**src/hdl/lctt_pkg.sv**
```systemverilog
// ----------------------------------------------------------------------------
// lctt_pkg
// Types, constants and the control store of the color transition timer.
// ----------------------------------------------------------------------------
package lctt_pkg;

	localparam int unsigned DUR_W  = 32;
	localparam int unsigned PER_W  = 16;
	localparam int unsigned COL_W  = 24;
	localparam int unsigned NOW_W  = 32;
	localparam int unsigned DSR_W  = 32;
	localparam int unsigned PROD_W = 40;
	localparam int unsigned QT_W   = 10;
	localparam int unsigned QS_W   = 18;
	localparam int unsigned ADDR_W = 3;
	localparam int unsigned CFG_W  = 32;
	localparam int unsigned STEP_W = 5;

	localparam logic [PER_W-1:0] DEFAULT_PERIOD = 16'd50;
	localparam logic [QT_W-1:0]  QT_CLAMP       = 10'd512;

	localparam logic [ADDR_W-1:0] REG_DURATION = 3'd0;
	localparam logic [ADDR_W-1:0] REG_PERIOD   = 3'd1;
	localparam logic [ADDR_W-1:0] REG_START    = 3'd2;
	localparam logic [ADDR_W-1:0] REG_TARGET   = 3'd3;
	localparam logic [ADDR_W-1:0] REG_ONE_SHOT = 3'd4;

	localparam logic [1:0] KIND_START = 2'd0;
	localparam logic [1:0] KIND_TICK  = 2'd1;
	localparam logic [1:0] KIND_END   = 2'd2;

	localparam logic [1:0] DISP_NONE    = 2'd0;
	localparam logic [1:0] DISP_ADVANCE = 2'd1;
	localparam logic [1:0] DISP_REMOVE  = 2'd2;

	localparam logic [1:0] CH_RED   = 2'd0;
	localparam logic [1:0] CH_GREEN = 2'd1;
	localparam logic [1:0] CH_BLUE  = 2'd2;

	typedef logic [STEP_W-1:0] step_t;

	localparam step_t S_IDLE     = 5'd0;
	localparam step_t S_DISPATCH = 5'd1;
	localparam step_t S_ARMCHK   = 5'd2;
	localparam step_t S_ARM      = 5'd3;
	localparam step_t S_TCHK     = 5'd4;
	localparam step_t S_TSETUP   = 5'd5;
	localparam step_t S_TGET     = 5'd6;
	localparam step_t S_IDIV     = 5'd7;
	localparam step_t S_IGET     = 5'd8;
	localparam step_t S_QDIV     = 5'd9;
	localparam step_t S_QGET     = 5'd10;
	localparam step_t S_CHAN     = 5'd11;
	localparam step_t S_CDIV     = 5'd12;
	localparam step_t S_CFIN     = 5'd13;
	localparam step_t S_ECHK     = 5'd14;
	localparam step_t S_EMIT     = 5'd15;
	localparam step_t S_ENDJ     = 5'd16;
	localparam step_t S_EEND     = 5'd17;
	localparam step_t S_RESTART  = 5'd18;

	typedef enum logic [3:0] {
		ACT_NONE,
		ACT_ARM,
		ACT_TICK_SETUP,
		ACT_GET_TICKS,
		ACT_DIV_ITERS,
		ACT_GET_ITERS,
		ACT_DIV_QT,
		ACT_GET_QT,
		ACT_CH_PREP,
		ACT_DIV_CH,
		ACT_CH_FIN,
		ACT_END_EVAL,
		ACT_EMIT_RES,
		ACT_EMIT_END,
		ACT_DISARM
	} act_t;

	typedef enum logic [3:0] {
		C_NEVER,
		C_ALWAYS,
		C_NO_INPUT,
		C_RESTART,
		C_ARMED,
		C_NOT_DUE,
		C_CH_MORE,
		C_NO_RES,
		C_NO_END
	} cond_t;

	typedef struct packed {
		act_t  act;
		cond_t cond;
		step_t target;
	} uword_t;

	function automatic uword_t ucode_rom(input step_t s);
		uword_t w;
		case (s)
			S_IDLE:     w = '{ACT_NONE,       C_NO_INPUT, S_IDLE};
			S_DISPATCH: w = '{ACT_NONE,       C_RESTART,  S_RESTART};
			S_ARMCHK:   w = '{ACT_NONE,       C_ARMED,    S_TCHK};
			S_ARM:      w = '{ACT_ARM,        C_ALWAYS,   S_ECHK};
			S_TCHK:     w = '{ACT_NONE,       C_NOT_DUE,  S_ECHK};
			S_TSETUP:   w = '{ACT_TICK_SETUP, C_NEVER,    S_IDLE};
			S_TGET:     w = '{ACT_GET_TICKS,  C_NEVER,    S_IDLE};
			S_IDIV:     w = '{ACT_DIV_ITERS,  C_NEVER,    S_IDLE};
			S_IGET:     w = '{ACT_GET_ITERS,  C_NEVER,    S_IDLE};
			S_QDIV:     w = '{ACT_DIV_QT,     C_NEVER,    S_IDLE};
			S_QGET:     w = '{ACT_GET_QT,     C_NEVER,    S_IDLE};
			S_CHAN:     w = '{ACT_CH_PREP,    C_NEVER,    S_IDLE};
			S_CDIV:     w = '{ACT_DIV_CH,     C_NEVER,    S_IDLE};
			S_CFIN:     w = '{ACT_CH_FIN,     C_CH_MORE,  S_CHAN};
			S_ECHK:     w = '{ACT_END_EVAL,   C_NO_RES,   S_ENDJ};
			S_EMIT:     w = '{ACT_EMIT_RES,   C_NEVER,    S_IDLE};
			S_ENDJ:     w = '{ACT_NONE,       C_NO_END,   S_IDLE};
			S_EEND:     w = '{ACT_EMIT_END,   C_ALWAYS,   S_IDLE};
			S_RESTART:  w = '{ACT_DISARM,     C_ALWAYS,   S_IDLE};
			default:    w = '{ACT_NONE,       C_ALWAYS,   S_IDLE};
		endcase
		return w;
	endfunction

endpackage

```
**src/hdl/lctt_div.sv**
```systemverilog
// ----------------------------------------------------------------------------
// lctt_div
// Restoring unsigned divider, one quotient bit per cycle.
// ----------------------------------------------------------------------------
module lctt_div import lctt_pkg::*; #(
	parameter int unsigned DW = 40
) (
	input  logic             clk,
	input  logic             arst_n,
	input  logic             start,
	input  logic [DW-1:0]    dividend,
	input  logic [DSR_W-1:0] divisor,
	output logic             busy,
	output logic [DW-1:0]    quo,
	output logic [DSR_W-1:0] rem
);

	localparam int unsigned CNT_W = $clog2(DW + 1);

	logic [CNT_W-1:0] cnt_q;
	logic             busy_q;
	logic [DW-1:0]    quo_q;
	logic [DSR_W-1:0] rem_q;
	logic [DSR_W-1:0] dsr_q;
	logic [DSR_W:0]   trial;
	logic [DSR_W:0]   diff;
	logic             fits;

	assign trial = {rem_q, quo_q[DW-1]};
	assign diff  = trial - {1'b0, dsr_q};
	assign fits  = trial >= {1'b0, dsr_q};

	always_ff @(posedge clk or negedge arst_n) begin
		if (!arst_n) begin
			busy_q <= 1'b0;
			cnt_q  <= '0;
		end else if (start) begin
			busy_q <= 1'b1;
			cnt_q  <= CNT_W'(DW);
		end else if (busy_q) begin
			cnt_q <= cnt_q - 1'b1;
			if (cnt_q == CNT_W'(1))
				busy_q <= 1'b0;
		end
	end

	always_ff @(posedge clk) begin
		if (start) begin
			quo_q <= dividend;
			rem_q <= '0;
			dsr_q <= divisor;
		end else if (busy_q) begin
			rem_q <= fits ? diff[DSR_W-1:0] : trial[DSR_W-1:0];
			quo_q <= {quo_q[DW-2:0], fits};
		end
	end

	assign busy = busy_q;
	assign quo  = quo_q;
	assign rem  = rem_q;

endmodule

```
**src/hdl/led_color_transition_timer.sv**
```systemverilog
// ----------------------------------------------------------------------------
// led_color_transition_timer
// Timed color transition emitting start, tick and end events.
// ----------------------------------------------------------------------------
// One item in flight; the next transfer is taken once the sequencer is idle.
// Restart: disarm. Start: arm and emit, End if due. Emits wait while output stalls.
// Tick: divides on the shared one-bit-per-cycle divider, DW = max(TIME_BITS, 40)
// (elapsed/period, duration/period, three channel divides, ticks/iterations),
// then emit, End if due. Results leave through one output register.
// Reset: config to defaults (period 50), timer disarmed; no clearing pass.
module led_color_transition_timer import lctt_pkg::*; #(
	parameter int unsigned TIME_BITS = 32
) (
	input  logic              clk,
	input  logic              arst_n,
	input  logic              s_axis_tvalid,
	output logic              s_axis_tready,
	input  logic [NOW_W-1:0]  s_axis_tdata,   // now_ms
	input  logic              s_axis_tuser,   // op
	output logic              m_axis_tvalid,
	input  logic              m_axis_tready,
	output logic [31:0]       m_axis_tdata,   // red, green, blue, disposition, pad
	output logic [1:0]        m_axis_tuser,   // event_kind
	output logic              m_axis_tlast,   // last_of_run
	input  logic              cfg_we,
	input  logic [ADDR_W-1:0] cfg_addr,
	input  logic [CFG_W-1:0]  cfg_data
);

	localparam int unsigned DW = (TIME_BITS > 40) ? TIME_BITS : 40;

	// configuration
	logic [DUR_W-1:0] dur_q;
	logic [PER_W-1:0] period_q;
	logic [COL_W-1:0] start_col_q;
	logic [COL_W-1:0] target_col_q;
	logic             one_shot_q;

	// timer state
	logic                 armed_q;
	logic [TIME_BITS-1:0] fin_q;
	logic [TIME_BITS-1:0] tick_q;

	// sequencer
	step_t  step_q;
	step_t  step_nxt;
	uword_t uw;
	logic   stall;
	logic   jump;
	logic   s_fire;
	logic   out_busy;
	logic   res_q;
	logic   end_q;
	logic [1:0] ch_q;

	// datapath
	logic [TIME_BITS-1:0] now_q;
	logic                 op_q;
	logic [TIME_BITS-1:0] now_t;
	logic [TIME_BITS-1:0] dur_t;
	logic [PER_W-1:0]     per_eff;
	logic [TIME_BITS-1:0] per_t;
	logic [TIME_BITS-1:0] elapsed;
	logic [TIME_BITS-1:0] ticks_q;
	logic [DSR_W-1:0]     iters_q;
	logic [QT_W-1:0]      qt_q;
	logic [DSR_W-1:0]     rt_q;
	logic [7:0]           from_c;
	logic [7:0]           to_c;
	logic [7:0]           mag_c;
	logic [7:0]           from_q;
	logic [7:0]           mag_q;
	logic                 down_q;
	logic [PROD_W-1:0]    prod_q;
	logic [QS_W-1:0]      qsum;
	logic [QS_W-1:0]      upsum;
	logic [7:0]           value_c;
	logic [1:0]           res_kind_q;
	logic [COL_W-1:0]     res_col_q;

	// divider
	logic             div_start;
	logic [DW-1:0]    div_dvd;
	logic [DSR_W-1:0] div_dsr;
	logic             div_busy;
	logic [DW-1:0]    div_quo;
	logic [DSR_W-1:0] div_rem;

	// output register
	logic             m_valid_q;
	logic [1:0]       m_kind_q;
	logic [COL_W-1:0] m_col_q;
	logic [1:0]       m_disp_q;
	logic             m_last_q;

	function automatic logic [7:0] chan_byte(input logic [COL_W-1:0] col,
		input logic [1:0] ch);
		logic [7:0] b;
		case (ch)
			CH_RED:   b = col[23:16];
			CH_GREEN: b = col[15:8];
			CH_BLUE:  b = col[7:0];
			default:  b = col[7:0];
		endcase
		return b;
	endfunction

	assign now_t   = TIME_BITS'(s_axis_tdata);
	assign dur_t   = TIME_BITS'(dur_q);
	assign per_eff = (period_q == '0) ? PER_W'(1) : period_q;
	assign per_t   = TIME_BITS'(per_eff);
	assign elapsed = now_q - (fin_q - dur_t);

	assign uw            = ucode_rom(step_q);
	assign s_axis_tready = (step_q == S_IDLE);
	assign s_fire        = s_axis_tvalid && s_axis_tready;
	assign out_busy      = m_valid_q && !m_axis_tready;

	always_comb begin
		case (uw.act)
			ACT_GET_TICKS, ACT_GET_ITERS, ACT_GET_QT, ACT_CH_FIN: stall = div_busy;
			ACT_EMIT_RES, ACT_EMIT_END:                           stall = out_busy;
			default:                                              stall = 1'b0;
		endcase
	end

	always_comb begin
		case (uw.cond)
			C_NEVER:    jump = 1'b0;
			C_ALWAYS:   jump = 1'b1;
			C_NO_INPUT: jump = !s_fire;
			C_RESTART:  jump = op_q;
			C_ARMED:    jump = armed_q;
			C_NOT_DUE:  jump = tick_q > now_q;
			C_CH_MORE:  jump = ch_q != CH_BLUE;
			C_NO_RES:   jump = !res_q;
			C_NO_END:   jump = !end_q;
			default:    jump = 1'b0;
		endcase
	end

	always_comb begin
		if (stall)
			step_nxt = step_q;
		else if (jump)
			step_nxt = uw.target;
		else
			step_nxt = step_q + 1'b1;
	end

	// divider operand select
	always_comb begin
		div_start = 1'b0;
		div_dvd   = '0;
		div_dsr   = iters_q;
		case (uw.act)
			ACT_TICK_SETUP: begin
				div_start = 1'b1;
				div_dvd   = DW'(elapsed);
				div_dsr   = DSR_W'(per_eff);
			end
			ACT_DIV_ITERS: begin
				div_start = 1'b1;
				div_dvd   = DW'(dur_q);
				div_dsr   = DSR_W'(per_eff);
			end
			ACT_DIV_QT: begin
				div_start = 1'b1;
				div_dvd   = DW'(ticks_q);
			end
			ACT_DIV_CH: begin
				div_start = 1'b1;
				div_dvd   = DW'(prod_q);
			end
			default: ;
		endcase
	end

	lctt_div #(
		.DW(DW)
	) u_div (
		.clk      (clk),
		.arst_n   (arst_n),
		.start    (div_start),
		.dividend (div_dvd),
		.divisor  (div_dsr),
		.busy     (div_busy),
		.quo      (div_quo),
		.rem      (div_rem)
	);

	// per-channel interpolation
	assign from_c  = chan_byte(start_col_q, ch_q);
	assign to_c    = chan_byte(target_col_q, ch_q);
	assign mag_c   = (from_c >= to_c) ? from_c - to_c : to_c - from_c;
	assign qsum    = QS_W'(mag_q) * QS_W'(qt_q) + QS_W'(div_quo[7:0]);
	assign upsum   = QS_W'(from_q) + qsum;

	always_comb begin
		if (down_q)
			value_c = (qsum > QS_W'(from_q)) ? 8'h00 : from_q - qsum[7:0];
		else
			value_c = (upsum > QS_W'(8'hFF)) ? 8'hFF : upsum[7:0];
	end

	// control and architectural state
	always_ff @(posedge clk or negedge arst_n) begin
		if (!arst_n) begin
			dur_q        <= '0;
			period_q     <= DEFAULT_PERIOD;
			start_col_q  <= '0;
			target_col_q <= '0;
			one_shot_q   <= 1'b0;
			armed_q      <= 1'b0;
			fin_q        <= '0;
			tick_q       <= '0;
			step_q       <= S_IDLE;
			res_q        <= 1'b0;
			end_q        <= 1'b0;
			ch_q         <= CH_RED;
			m_valid_q    <= 1'b0;
		end else begin
			if (cfg_we) begin
				case (cfg_addr)
					REG_DURATION: dur_q        <= cfg_data[DUR_W-1:0];
					REG_PERIOD:   period_q     <= cfg_data[PER_W-1:0];
					REG_START:    start_col_q  <= cfg_data[COL_W-1:0];
					REG_TARGET:   target_col_q <= cfg_data[COL_W-1:0];
					REG_ONE_SHOT: one_shot_q   <= cfg_data[0];
					default: ;
				endcase
			end

			step_q <= step_nxt;
			if (s_fire)
				res_q <= 1'b0;

			if (!stall && (uw.act == ACT_EMIT_RES || uw.act == ACT_EMIT_END))
				m_valid_q <= 1'b1;
			else if (m_axis_tready)
				m_valid_q <= 1'b0;

			if (!stall) begin
				case (uw.act)
					ACT_ARM: begin
						armed_q <= 1'b1;
						fin_q   <= now_q + dur_t;
						tick_q  <= now_q + per_t;
						res_q   <= 1'b1;
					end
					ACT_TICK_SETUP: begin
						tick_q <= now_q + per_t;
						res_q  <= 1'b1;
					end
					ACT_GET_QT:   ch_q  <= CH_RED;
					ACT_CH_FIN:   ch_q  <= ch_q + 1'b1;
					ACT_END_EVAL: end_q <= (dur_q != '0) && (fin_q <= now_q);
					ACT_EMIT_END: begin
						armed_q   <= 1'b0;
						fin_q     <= '0;
						tick_q    <= '0;
					end
					ACT_DISARM: begin
						armed_q <= 1'b0;
						fin_q   <= '0;
						tick_q  <= '0;
					end
					default: ;
				endcase
			end
		end
	end

	// payload
	always_ff @(posedge clk) begin
		if (s_fire) begin
			now_q <= now_t;
			op_q  <= s_axis_tuser;
		end
		if (!stall) begin
			case (uw.act)
				ACT_ARM: begin
					res_kind_q <= KIND_START;
					res_col_q  <= start_col_q;
				end
				ACT_TICK_SETUP: res_kind_q <= KIND_TICK;
				ACT_GET_TICKS:  ticks_q <= div_quo[TIME_BITS-1:0];
				ACT_GET_ITERS:  iters_q <= (div_quo[DSR_W-1:0] == '0) ?
					DSR_W'(1) : div_quo[DSR_W-1:0];
				ACT_GET_QT: begin
					qt_q <= (div_quo > DW'(QT_CLAMP)) ? QT_CLAMP : div_quo[QT_W-1:0];
					rt_q <= div_rem;
				end
				ACT_CH_PREP: begin
					from_q <= from_c;
					mag_q  <= mag_c;
					down_q <= from_c >= to_c;
					prod_q <= PROD_W'(mag_c) * PROD_W'(rt_q);
				end
				ACT_CH_FIN: begin
					case (ch_q)
						CH_RED:   res_col_q[23:16] <= value_c;
						CH_GREEN: res_col_q[15:8]  <= value_c;
						default:  res_col_q[7:0]   <= value_c;
					endcase
				end
				ACT_EMIT_RES: begin
					m_kind_q <= res_kind_q;
					m_col_q  <= res_col_q;
					m_disp_q <= DISP_NONE;
					m_last_q <= !end_q;
				end
				ACT_EMIT_END: begin
					m_kind_q <= KIND_END;
					m_col_q  <= target_col_q;
					m_disp_q <= one_shot_q ? DISP_REMOVE : DISP_ADVANCE;
					m_last_q <= 1'b1;
				end
				default: ;
			endcase
		end
	end

	assign m_axis_tvalid = m_valid_q;
	assign m_axis_tuser  = m_kind_q;
	assign m_axis_tlast  = m_last_q;
	assign m_axis_tdata  = {6'b0, m_disp_q, m_col_q[7:0], m_col_q[15:8], m_col_q[23:16]};

endmodule

```
**config.mk**
```make
export PLATFORM = sky130hd
export DESIGN_NAME = led_color_transition_timer
export DESIGN_NICKNAME = d
export VERILOG_FILES = /design/src/hdl/lctt_pkg.sv /design/src/hdl/lctt_div.sv /design/src/hdl/led_color_transition_timer.sv
export SDC_FILE = /design/constraint.sdc
export NUM_CORES = 2
export LEC_CHECK = 0
export BUFFER_PORTS_ARGS = -buffer_cell sky130_fd_sc_hd__buf_2
export CORE_MARGIN = 4
export CORE_UTILIZATION = 35
export DETAILED_ROUTE_END_ITERATION = 10
export PLACE_DENSITY = 0.47
export SLEW_MARGIN = 5
export SYNTH_ARGS = -nofsm -noshare
export SYNTH_HDL_FRONTEND = slang
export SYNTH_SLANG_ARGS = --single-unit
```
**constraint.sdc**
```tcl
create_clock -name clk -period 12.28 [get_ports clk]
set_clock_uncertainty 0.15 [all_clocks]
set_input_delay 0.614 -clock clk [delete_from_list [all_inputs] [get_ports clk]]
set_output_delay 0.614 -clock clk [all_outputs]
set_load 0.02 [all_outputs]
```
==> results.md <==
- Ys Warns: 0
- Synthesized area per cell: 9.90 um2
- Filler cells: 11,500
- Layout net count: 4,921
- Core Area: 117,000 um2
- Fmax: 98.0 MHz
- Fin. Hold Viols: 0
- CP dominant cell by count: fa_1
- # IOs: 110
- Final non-filler cell area: 46,000 um2
- CTS tree: built
- # Max-Cap Violations: 0
- Die ar.: 124,000 um2
- Status: finished, final reports clean
- DR iter-0 viols: 1,643
- Grt ovf: 0
- Critical path type: reg2reg
- CP Launch Point: ch_q[0]
- Post-DP HPWL: 88.6 mm
- Async set or reset register ratio after synthesis: 0.336
- Total negative slack: 0 ns
- Clock Path Buffers: 3
- Initial antenna violation count: 0
- Final WL: 115 mm
- DRT Pass-1 Iters: 5
- Root Driver: clkbuf_16
- DIE WIDTH: 352 um
- Main flop type after synthesis: edfxtp_1
- All-layer global routing usage: 0.184
- Final Core Density: 0.394
- Slew headroom: 0.255
- Seq cells post-synth: 533
- Register area share after synthesis: 0.357
- Critical R2R Capture: prod_q[38]
- Worst-path maximum fanout: 33
- Synth top area cells: edfxtp_1 (23%), fa_1 (13%), dfrtp_1 (11%)
- Vias per inst: 5.11
- Setup violations, final: 0
- Final period util: 0.831
- Drt drc: 0
- HP Class: in2reg
- Final GP Congestion: 0.872
- Number of global-route vias before repair: 30,800
- Synth top area share: 0.234
- Sink Count: 533
- CTS HTree Levels: 2
- WP data required: 12.50 ns
- Num CTS Buffers: 61
- Cells after synthesis: 4,184
- Vias: 29,800
- Setup bufs post-CTS: 0
- Area delta synth->final: 11.1%
- Synth cell types: 101
- Min Tclk post-route: 10.21 ns
- Tightest Pin Transition: 1.11 ns
- Layout cells sized above 1: 0.0890
- Placed cell area: 43,600 um2
- Leading area contributor after synthesis: edfxtp_1
- R2R setup slack: 2.07 ns
- Clock Latency Late Sink: 0.64 ns
- Largest net degree at the start of global routing: 69
- Crit Reg-Reg Startpoint: ch_q[0]
- First-pass GRT wire length: 182 mm
- Clock slew at reported path FFs: 0.06 ns
- Crit path launch type: register
- CP Data Arrival Time: 10.43 ns
- Port buffer count: 103
- Wirelength per Cell: 19.7 um
- Max incr delay on CP: 0.57 ns
- Worst R2R Path Depth: 37
- # rows: 125
- Slowest CP cell: ha_1
- Die H: 352 um
- Slew Limit Fails: 0
- Crit end category: register
- RSZ-0062 raised after global routing: false
- ANT nets after route: 0
- Mapped cell area: 41,400 um2
- Hold WS: 0.0398 ns
- Starting density of the core: 0.354
- EDFF count, synth: 322
- CP endpoint: prod_q[38]
synth_stat cells (all sizes together) (20+ instances only):
master,n
nand4,42
and3,24
xor2,63
mux2i,20
a21oi,219
nand3,41
ha,324
nor2,190
edfxtp,322
nor3,64
a21o,114
mux2,72
a211o,26
a211oi,31
inv,518
nor2b,50
fa,274
dfxtp,32
o21ai,196
nand2b,27
buf,26
xnor2,99
and2,262
a22o,31
nor4,33
o21a,36
clkbuf,161
a31oi,43
o21bai,28
nand2,410
dfrtp,176
kinds of logic after synthesis:
group / Yosys count / share of synthesized area
other cells: 1 / 0.0000906
xor+xnor: 162 / 0.0345
flops: 533 / 0.357
simple gates: 1209 / 0.147
compound gates: 883 / 0.141
mux: 92 / 0.0244
fa+ha+maj: 598 / 0.230
buf+inv: 706 / 0.0654
worst max-delay path, delay by kind of cell, from the launching register on:
family | cells | cell delay [ns]
adders and majority gates | 7 | 3.44
AOI/OAI and AO/OA | 14 | 3.43
xor gates and xnor gates | 2 | 0.22
DFF | 1 | 0.41
and+or+nand+nor | 5 | 0.60
buffers and inverters | 8 | 1.32
muxes | 1 | 0.36
worst min-delay path by stage:
stage,start,endpoint,slack [ns],cells after the start
floorplan,arst_n,armed_q,0.17,0
global placement,res_q,res_q,0.32,2
detailed placement,tick_q[3],tick_q[3],0.32,2
CTS,cfg_data[27],dur_q[27],0.004,3
global route,m_axis_tready,m_axis_tvalid,0.03,2
finish,m_axis_tready,m_axis_tvalid,0.04,2
registers in the layout, indices dropped and copies added (netlist names), 32 cells and up:
name / count
tick_q: 32
fin_q: 32
u_div.dsr_q: 32
dur_q: 32
now_q: 32
iters_q: 32
u_div.quo: 40
rt_q: 32
prod_q: 40
ticks_q: 32
u_div.rem: 32
routing by layer:
layer | track usage | part of all wire | vias to the layer above | routed length [um]
met3 | 0.0180 | 0.032 | 114 | 3690
met2 | 0.298 | 0.46 | 434 | 52400
met1 | 0.266 | 0.49 | 14700 | 56400
met5 | 0 | 0 | - | 0
met4 | 0.0413 | 0.022 | 0 | 2530
li1 | - | - | 14500 | -
per-stage QoR:
stage | setup WS (ns) | std cells
after floorplan | 3.42 | 4189
after global placement | 2.25 | 5676
after detailed placement | 2.14 | 5676
after CTS | 2.10 | 5827
after global routing | 1.43 | 5827
final | 2.07 | 5828
cell type report:
| class | instances | area, um2 | share of cell area |
|---|---|---|---|
| Antenna cell | 1 | 2.50 | 0.0000544 |
| Clock buffer | 89 | 1780 | 0.0388 |
| Clock inverter | 27 | 262 | 0.00568 |
| Inverter | 519 | 1950 | 0.0423 |
| Multi-Input combinational cell | 2950 | 24100 | 0.523 |
| Sequential cell | 533 | 14800 | 0.322 |
| Tap cell | 1524 | 1910 | 0.0414 |
| Timing Repair Buffer | 185 | 1230 | 0.0267 |
layout by cell type, fill, tap and decap left out, types with 41 or more instances in the layout:
master / netlist / final
mux2_2: 72 / 72
dfrtp_1: 176 / 175
a31oi_1: 43 / 43
xnor2_1: 99 / 94
buf_4: 6 / 47
nand2_1: 410 / 410
nor2b_1: 50 / 50
inv_1: 517 / 516
fa_1: 274 / 274
buf_2: 11 / 102
nor3_1: 62 / 60
a21oi_1: 219 / 218
nand3_1: 41 / 41
clkbuf_16: 0 / 63
o21ai_0: 194 / 194
nor2_1: 190 / 183
edfxtp_1: 322 / 322
and2_1: 262 / 262
xor2_1: 62 / 61
ha_1: 324 / 324
a21o_1: 114 / 114
nand4_1: 42 / 42
timing repair:
action / in CTS / in global routing
hold buffers: 35 / 0
hold endpoints to repair: 93 / 0
gates resized for setup: 0 / 0
Power is not shown: default switching activity piles up to over one toggle a cycle in this logic, so the estimate is an artifact.
